==> config.mk <==
export PLATFORM = sky130hd
export DESIGN_NAME = bitmap_id_allocator_core
export DESIGN_NICKNAME = d
export VERILOG_FILES = /design/src/design/bia_pkg.sv /design/src/design/bitmap_id_allocator_core.sv /design/src/design/bia_ffz.sv
export VERILOG_INCLUDE_DIRS = /design/src /design/src/design
export SDC_FILE = /design/constraint.sdc
export NUM_CORES = 2
export LEC_CHECK = 0
export ABC_CLOCK_PERIOD_IN_PS = 13450
export CAP_MARGIN = 15
export CORE_MARGIN = 2
export CORE_UTILIZATION = 40
export CTS_CLUSTER_DIAMETER = 200
export DETAILED_ROUTE_END_ITERATION = 10
export DONT_BUFFER_PORTS = 1
export PLACE_DENSITY = 0.53
export SETUP_SLACK_MARGIN = 0.02
export SLEW_MARGIN = 20
export SYNTH_ARGS = -nofsm -noshare
export SYNTH_HDL_FRONTEND = slang
export SYNTH_HIERARCHICAL = 1
export SYNTH_SLANG_ARGS = --single-unit
==> constraint.sdc <==
create_clock -name clk -period 13.45 [get_ports clk]
set_input_delay 2.69 -clock clk [delete_from_list [all_inputs] [get_ports clk]]
set_output_delay 2.69 -clock clk [all_outputs]
set_load 0.005 [all_outputs]
==> src/design/bitmap_id_allocator_core_assert.svh <==
// assertion macros shared by the allocator rtl
`ifndef BITMAP_ID_ALLOCATOR_CORE_ASSERT_SVH
`define BITMAP_ID_ALLOCATOR_CORE_ASSERT_SVH

// same-cycle implication, held off while in reset
`define BIA_ASSERT_IMPLY(label, clk, rst_n, ante, cons) \
    label: assert property (@(posedge clk) disable iff (!rst_n) (ante) |-> (cons)) \
        else $error("allocator check failed");

// next-cycle implication, held off while in reset
`define BIA_ASSERT_NEXT(label, clk, rst_n, ante, cons) \
    label: assert property (@(posedge clk) disable iff (!rst_n) (ante) |=> (cons)) \
        else $error("allocator check failed");

`endif

==> src/design/bia_pkg.sv <==
// ----------------------------------------------------------------------------
// bia_pkg
// shared constants and types of the bitmap identifier allocator
// ----------------------------------------------------------------------------
package bia_pkg;

    // map geometry
    localparam int ID_COUNT    = 4096;
    localparam int WORD_BITS   = 32;
    localparam int WORD_COUNT  = (ID_COUNT + WORD_BITS - 1) / WORD_BITS;
    localparam int ID_W        = 12;
    localparam int BIT_W       = $clog2(WORD_BITS);
    localparam int WORD_ADDR_W = $clog2(WORD_COUNT);

    // operation codes
    localparam logic OP_ALLOC = 1'b0;
    localparam logic OP_FREE  = 1'b1;

    // result status codes
    typedef enum logic [1:0] {
        STATUS_OK        = 2'd0,
        STATUS_EXHAUSTED = 2'd1,
        STATUS_BAD_ID    = 2'd2
    } bia_status_t;

    typedef logic [WORD_BITS-1:0]   bia_word_t;
    typedef logic [BIT_W-1:0]       bia_bit_t;
    typedef logic [WORD_ADDR_W-1:0] bia_addr_t;

endpackage

==> src/design/bitmap_id_allocator_core.sv <==
// ----------------------------------------------------------------------------
// bitmap_id_allocator_core
// first-fit identifier allocator over a bitmap held in a word memory
// ----------------------------------------------------------------------------
//  channel  | signals                     | transfer
//  ---------+-----------------------------+-------------------------------
//  request  | start, operation, id_to_free| start high while busy low
//  result   | done, granted_id, status    | done high for one cycle
//
//  free of identifier zero: result in the cycle after the transfer, not busy.
//  free of any other identifier: one memory read, then one write.
//  allocate: words are scanned from word zero up to the first one with a
//  clear bit, at most 128 words; one memory word is read per cycle.
//  reset clears the per-word valid flags at once, so no clearing pass is run.
//  the receiver cannot stall; each result is shown for exactly one cycle.
// ----------------------------------------------------------------------------
`include "bitmap_id_allocator_core_assert.svh"

module bitmap_id_allocator_core
    import bia_pkg::*;
(
    input  logic            clk,
    input  logic            rst_n,
    input  logic            start,
    output logic            busy,
    input  logic            operation,
    input  logic [ID_W-1:0] id_to_free,
    output logic            done,
    output logic [ID_W-1:0] granted_id,
    output logic [1:0]      status
);

    typedef enum logic [1:0] {
        S_IDLE,
        S_SCAN,
        S_FREE
    } state_t;

    localparam logic [ID_W:0] ID_LIMIT  = (ID_W + 1)'(ID_COUNT);
    localparam bia_addr_t     LAST_WORD = WORD_ADDR_W'(WORD_COUNT - 1);

    state_t      state_reg, state_next;
    bia_addr_t   chk_addr_reg, chk_addr_next;
    bia_bit_t    bit_sel_reg, bit_sel_next;
    logic        done_reg, done_next;
    logic [ID_W-1:0] granted_id_reg, granted_id_next;
    bia_status_t status_reg, status_next;

    // bitmap storage and per-word valid flags
    bia_word_t   bitmap_mem [WORD_COUNT];
    logic [WORD_COUNT-1:0] vld_reg;
    bia_word_t   rd_word_reg;
    logic        rd_vld_reg;
    bia_addr_t   rd_addr;
    logic        wr_en;
    bia_addr_t   wr_addr;
    bia_word_t   wr_data;

    bia_word_t   cur_word;
    logic        ffz_found;
    bia_bit_t    ffz_index;
    logic        accept;

    assign accept   = start && !busy;
    assign busy     = (state_reg != S_IDLE);
    assign cur_word = rd_vld_reg ? rd_word_reg : '0;

    // lowest clear bit of the word under test
    bia_ffz u_ffz (
        .word  (cur_word),
        .found (ffz_found),
        .index (ffz_index)
    );

    // sequencer
    always_comb
    begin
        state_next      = state_reg;
        chk_addr_next   = chk_addr_reg;
        bit_sel_next    = bit_sel_reg;
        done_next       = 1'b0;
        granted_id_next = '0;
        status_next     = STATUS_OK;
        rd_addr         = '0;
        wr_en           = 1'b0;
        wr_addr         = chk_addr_reg;
        wr_data         = cur_word;
        case (state_reg)
            S_IDLE:
            begin
                if (accept)
                begin
                    if (operation == OP_ALLOC)
                    begin
                        rd_addr       = '0;
                        chk_addr_next = '0;
                        state_next    = S_SCAN;
                    end
                    else if (id_to_free == '0 || {1'b0, id_to_free} >= ID_LIMIT)
                    begin
                        done_next   = 1'b1;
                        status_next = STATUS_BAD_ID;
                    end
                    else
                    begin
                        rd_addr       = id_to_free[ID_W-1:BIT_W];
                        chk_addr_next = id_to_free[ID_W-1:BIT_W];
                        bit_sel_next  = id_to_free[BIT_W-1:0];
                        state_next    = S_FREE;
                    end
                end
            end
            S_SCAN:
            begin
                if (ffz_found)
                begin
                    wr_en           = 1'b1;
                    wr_data         = cur_word | (WORD_BITS'(1) << ffz_index);
                    done_next       = 1'b1;
                    granted_id_next = {chk_addr_reg, ffz_index};
                    status_next     = STATUS_OK;
                    state_next      = S_IDLE;
                end
                else if (chk_addr_reg == LAST_WORD)
                begin
                    done_next   = 1'b1;
                    status_next = STATUS_EXHAUSTED;
                    state_next  = S_IDLE;
                end
                else
                begin
                    rd_addr       = chk_addr_reg + 1'b1;
                    chk_addr_next = chk_addr_reg + 1'b1;
                end
            end
            S_FREE:
            begin
                wr_en       = 1'b1;
                wr_data     = cur_word & ~(WORD_BITS'(1) << bit_sel_reg);
                done_next   = 1'b1;
                status_next = STATUS_OK;
                state_next  = S_IDLE;
            end
            default:
            begin
                state_next = S_IDLE;
            end
        endcase
    end

    // state and registered result
    always_ff @(posedge clk or negedge rst_n)
    begin
        if (!rst_n)
        begin
            state_reg      <= S_IDLE;
            chk_addr_reg   <= '0;
            bit_sel_reg    <= '0;
            done_reg       <= 1'b0;
            granted_id_reg <= '0;
            status_reg     <= STATUS_OK;
        end
        else
        begin
            state_reg      <= state_next;
            chk_addr_reg   <= chk_addr_next;
            bit_sel_reg    <= bit_sel_next;
            done_reg       <= done_next;
            granted_id_reg <= granted_id_next;
            status_reg     <= status_next;
        end
    end

    // valid flags, cleared at reset so unwritten words read as free
    always_ff @(posedge clk or negedge rst_n)
    begin
        if (!rst_n)
        begin
            vld_reg <= '0;
        end
        else if (wr_en)
        begin
            vld_reg[wr_addr] <= 1'b1;
        end
    end

    // word memory, one write and one registered read per cycle
    always_ff @(posedge clk)
    begin
        if (wr_en)
        begin
            bitmap_mem[wr_addr] <= wr_data;
        end
        rd_word_reg <= bitmap_mem[rd_addr];
        rd_vld_reg  <= vld_reg[rd_addr];
    end

    assign done       = done_reg;
    assign granted_id = granted_id_reg;
    assign status     = status_reg;

    // checks
    `BIA_ASSERT_NEXT(a_accept_progress, clk, rst_n, accept, busy || done)
    `BIA_ASSERT_IMPLY(a_fail_zero_id, clk, rst_n, done && status != STATUS_OK, granted_id == '0)
    `BIA_ASSERT_IMPLY(a_exhaust_last, clk, rst_n, done && status == STATUS_EXHAUSTED, $past(chk_addr_reg) == LAST_WORD)
    `BIA_ASSERT_IMPLY(a_no_done_scan, clk, rst_n, done, state_reg != S_FREE)

endmodule

==> src/design/bia_ffz.sv <==
// ----------------------------------------------------------------------------
// bia_ffz
// finds the lowest clear bit of one bitmap word
// ----------------------------------------------------------------------------
module bia_ffz
    import bia_pkg::*;
(
    input  bia_word_t word,
    output logic      found,
    output bia_bit_t  index
);

    // priority encode, scanning down so the lowest clear bit wins
    always_comb
    begin
        found = 1'b0;
        index = '0;
        for (int i = WORD_BITS - 1; i >= 0; i--)
        begin
            if (!word[i])
            begin
                found = 1'b1;
                index = BIT_W'(i);
            end
        end
    end

endmodule

# Word level (Yosys, flattened, before mapping)
# Memory sizes are Yosys's and may differ from the RTL's. A register that Yosys moved wholly into a read port is not among the register bits.
# Cells that the tools add are included.
# word_totals
register_bits	158
latch_bits	0
ram_bits	4096
rom_bits	0
input_bits	16
out_inout_bits	16
word_cells	145
n_memories	1
# op_classes
addsub	1
n_mul	0
div_mod_pow	0
n_lt_le_gt_ge	3
eq_ne	8
shifts	2
muxes	107
n_bitwise	5
n_reduce_logical	10
# mem_list
memory	depth	width	rd	rd_ports_with_merged_regs	write_ports	line	text
bitmap_mem	128	32	1	1	1	bitmap_id_allocator_core.sv:50	bia_word_t bitmap_mem [WORD_COUNT];
# op_table
operator	n
5-bit two-way mux	32
128-bit OR	1
7-bit two-way mux	10
32-bit two-way mux	2
32-bit one-hot mux with 2 select lines	1
1-bit by 5-bit << shifter with 32-bit output (first input constant)	2
1-bit two-way mux	44
32-bit bitwise AND	1
32-bit NOT	1
32-bit OR	1
7-bit one-hot mux with 2 select lines	2
12-bit two-way mux	2
7-bit by 8-bit < comparator with 1-bit output (second input constant)	2
2-bit two-way mux	8
12-bit logical NOT	1
2-bit one-hot mux with 2 select lines	2
7-bit by 1-bit adder with 7-bit output (second input constant)	1
1-bit binary-select mux with 7-bit select	1
1-bit demux with 7-bit select	1
7-bit equality test (second input constant)	1
7-bit by 1-bit >= comparator with 1-bit output (second input constant)	1
2-bit inequality test (second input constant)	3
3-bit inequality test (second input constant)	2
5-bit AND reduction	1
11 further kinds	13

# Logic depth before layout (Yosys ltp)
# logic_depth
ltp_word	37
depth_mapped	22
mapped_depth_nobuf	14

# Hierarchy
# The synthesis kept the hierarchy.
# modules_own_cells
module	instances	cells_each	area_per_inst_um2	seq_area_each_um2
bitmap_id_allocator_core	1	12826	170903.9	127587.4
bia_ffz	1	66	392.9	0.0

# Worst setup path before layout
# No wires, ideal clock.
# synth_timing
kind	reg2reg
from	reg rd_vld_reg
to	mem bitmap_mem[0][18] (netlist name), data pin
setup_time_ps	891
arrival_time_ps	5586
t_required_ps	12559
slack_ps	6972
stages_incl_launch_ff	10
path_buffers	1
period_less_slack_ps	6478
path_cell_list	dfxtp_1 -> clkbuf_1 -> and2_1 -> nand2_1 -> or3_4 -> nor4_2 -> nand4_1 -> nor3_1 -> a21oi_1 -> a21oi_1
# synth_between
elab_cells_between_ends	70
cone_classes	shift: 1; mux: 67; bitwise: 2
# synth_lines
item	line	text
start, declared	bitmap_id_allocator_core.sv:53	logic rd_vld_reg;
start signal, assigned	bitmap_id_allocator_core.sv:195	rd_vld_reg <= vld_reg[rd_addr];
32-bit two-way mux	bitmap_id_allocator_core.sv:66	assign cur_word = rd_vld_reg ? rd_word_reg : '0;
net cur_word[6]	bitmap_id_allocator_core.sv:59	bia_word_t cur_word;
5-bit two-way mux (7 in a row)	bia_ffz.sv:20	if (!word[i])
net ffz_index[4]	bitmap_id_allocator_core.sv:61	bia_bit_t ffz_index;
1-bit by 5-bit << shifter with 32-bit output	bitmap_id_allocator_core.sv:118	wr_data = cur_word | (WORD_BITS'(1) << ffz_index);
32-bit OR	bitmap_id_allocator_core.sv:118	
32-bit two-way mux	bitmap_id_allocator_core.sv:115	if (ffz_found)
32-bit one-hot mux with 2 select lines	bitmap_id_allocator_core.sv:88	case (state_reg)
net wr_data[18]	bitmap_id_allocator_core.sv:57	bia_word_t wr_data;
end, declared	bitmap_id_allocator_core.sv:50	
# The timed path passes the listed nets, and every way through them passes these cells.

# Worst setup path after layout
# layout_timing
from	reg rd_vld_reg
to	reg rd_word_reg[18] (read register of bitmap_mem)
# layout_between
elab_cells_between_ends	35
cone_classes	mux: 35
# layout_lines
item	line	text
32-bit two-way mux	bitmap_id_allocator_core.sv:66	
net cur_word[28]	bitmap_id_allocator_core.sv:59	
1-bit two-way mux (29 in a row)	bia_ffz.sv:20	
net ffz_found	bitmap_id_allocator_core.sv:60	logic ffz_found;
7-bit two-way mux	bitmap_id_allocator_core.sv:115	
7-bit one-hot mux with 2 select lines	bitmap_id_allocator_core.sv:88	
end, declared	bitmap_id_allocator_core.sv:52	bia_word_t rd_word_reg;
# The timed path passes the listed nets, and every way through them passes these cells.
# A chain may end at the register's enable or synchronous reset.

==> qor.txt <==
fin. max-slew vios: 0
average cell area after synthesis: 13.29 um^2
critical path launch point type: flop
top cells by count, synth: edfxtp_1 (4096), nand2_1 (3595), nand3_1 (1402)
Crit path required time: 14350 ps
GR peak layer: met2
starting density of the core: 0.4014
register bit total from synthesis: 4286
Setup violations, final: 0
power per cell area: 167.7 nW/um^2
clk_lat worst skew: 1030 ps
final WL: 615000 um
routed via count: 114232
DR vias/cell: 5.996
met3 GRT Util: 0.06046
final instance area: 194500 um^2
DRT antenna net count: 0
path type of the worst setup path: reg -> reg
Slew @ Worst Pin: 1324 ps
number of port buffers: 0
register area share after synthesis: 0.7448
clk_skew: 55.04 ps
max reg flops: 4096
Lkg Pwr: 67.50 nW
Synth cell types: 97
Post-CTS Setup Bufs: 0
GRT Total Usage: 0.2766
Max-Cap Viols: 0
Synth Instances: 12892
First-pass DRT Iterations: 6
mapped cell area: 171300 um^2
P&R area growth vs syn: 13.52%
share of layout cells above drive strength 1: 0.1169
Final Cycle Share: 0.5504
Yosys top cell by area: edfxtp_1
core footprint: 426700 um^2
Root Buffer: clkbuf_16
share of the synthesized area in the top cell type: 0.7180
Die Ht: 658.4 um
vias in the first global route: 107298
Worst Path Arrival: 8300 ps
# resized after CTS: 0
area of the multi-input gates: 41260 um^2
Final Util: 0.4557
clk buf depth: 4
WL per Instance: 32.28 um
H-Tree Depth: 5
top_reg_cell synth: edfxtp_1
number of I/O pins: 32
global-route wire length before repair: 850300 um
Remaining DRCs: 0
fmax: 135.1 MHz
unrepaired setup endpoints after global routing: false
grt total ovfl: 0
Syn. warnings: 6
Synth area leaders: edfxtp_1 (72%), nand2_1 (7.9%), nand3_1 (4.1%)
GP Congestion: 0.9420
TritonCTS Buffers: 443
number of synthesized flops with an enable pin: 4096
relative slew slack: 0.1078
initial antenna violation count: 65
# rows: 240
nets@finish: 12971
clk slew on worst S/H paths: 60 ps
Hold Buf Count CTS: 0
status: finished, final reports clean
Post-synth ARST share: 0.03663
met2 GRT Util: 0.4238
final hold violations: 0
VDD IR max: 0.1305 mV
Final Critical Period: 7403 ps
CTS tree: built
worst hold slack: 460.7 ps
syn_nets: 12913
Critical Path Sink Type: flop
Storage cell area: 127600 um^2
worst r2r path cells: 17
HPWL after detailed placement: 345900 um
Hold/Removal Path Class: reg -> reg
fillers: 37653
die area: 433500 um^2
Setup Total Neg Slack: 0 ps
drt initial violations: 15743
TritonCTS Sinks: 4286
largest net degree at the start of global routing: 158
Die X: 658.4 um
top-count cell post-synth: edfxtp_1
met1 Use GR: 0.3785
Hold Path Depth: 1
area post-placement: 179800 um^2
Worst Path Max Fanout: 129
## critical path: stages, from the launching register on
cell and delay (ps):
dfxtp_2 730, and2_1 310, nand4_1 140, or3_4 370
nor3_4 250, nand3b_1 120, buf_4 260, nor2b_1 780
a21o_4 510, buf_12 460, buf_12 590, nand2_1 100
and3_1 180, a311oi_1 240, a31oi_1 70, o211ai_1 390
nand3b_1 770, nor4b_1 530
## cells in the final DEF (no fill, tap or decap), types with 157 or more instances in the layout
cell type	synthesis	routed
a21oi_1	348	309
a31oi_1	306	299
and3_1	348	348
buf_4	125	406
clkbuf_16	0	443
dfrtp_1	157	157
edfxtp_1	4096	4096
mux2i_1	243	243
nand2_1	3595	3583
nand3_1	1402	1399
## report_power, final
part	switching, W	internal [W]
registers	0.000216	0.0159
logic	0.00342	0.000760
clock network	0.00530	0.00705
## final cells by class
class                           count  share of cell area
Antenna cell                       33           0.0004247
Timing Repair Buffer              448             0.01975
Clock inverter                    251             0.01318
Clock buffer                      574             0.06149
Tap cell                         5687             0.03659
Sequential cell                  4286              0.6561
Inverter                           12           0.0002316
Multi-Input combinational cell   7759              0.2122
## layer usage
layer | share of wire | up-vias
li1 | - | 47968
met1 | 0.40 | 58851
met2 | 0.45 | 6284
met3 | 0.10 | 1095
met4 | 0.051 | 34
met5 | 0.00038 | -
## cell families after synthesis
logic type | after synthesis | synth area share
simple gates | 5975 | 0.1527
flops | 4286 | 0.7448
compound gates | 1507 | 0.05979
buf+inv | 847 | 0.02564
mux | 270 | 0.01651
fa+ha+maj | 5 | 0.0003652
xor+xnor | 2 | 0.0001461
## final timing paths
| kind | end | start | slack (ps) |
|---|---|---|---|
| max | rd_word_reg[18] | rd_vld_reg | 6050 |
| min | vld_reg[78] | vld_reg[78] | 460 |
| max reg2reg | rd_word_reg[18] | rd_vld_reg | 6050 |
| min reg2reg | vld_reg[78] | vld_reg[78] | 460 |
| max in group asynchronous | vld_reg[125] | rst_n | 11350 |
| min in group asynchronous | vld_reg[38] | rst_n | 1370 |
## per-stage QoR
step	worst slack, ps	power (W)	cells
final	6047	0.03261	19050
after global routing	5870	0.03337	19018
after CTS	5976	0.03260	19016
after detailed placement	5579	0.02041	18191
after global placement	5197	0.02029	18180
after floorplan	6972	0.01837	12892
Note: power is estimated with default switching activity, not from simulation.
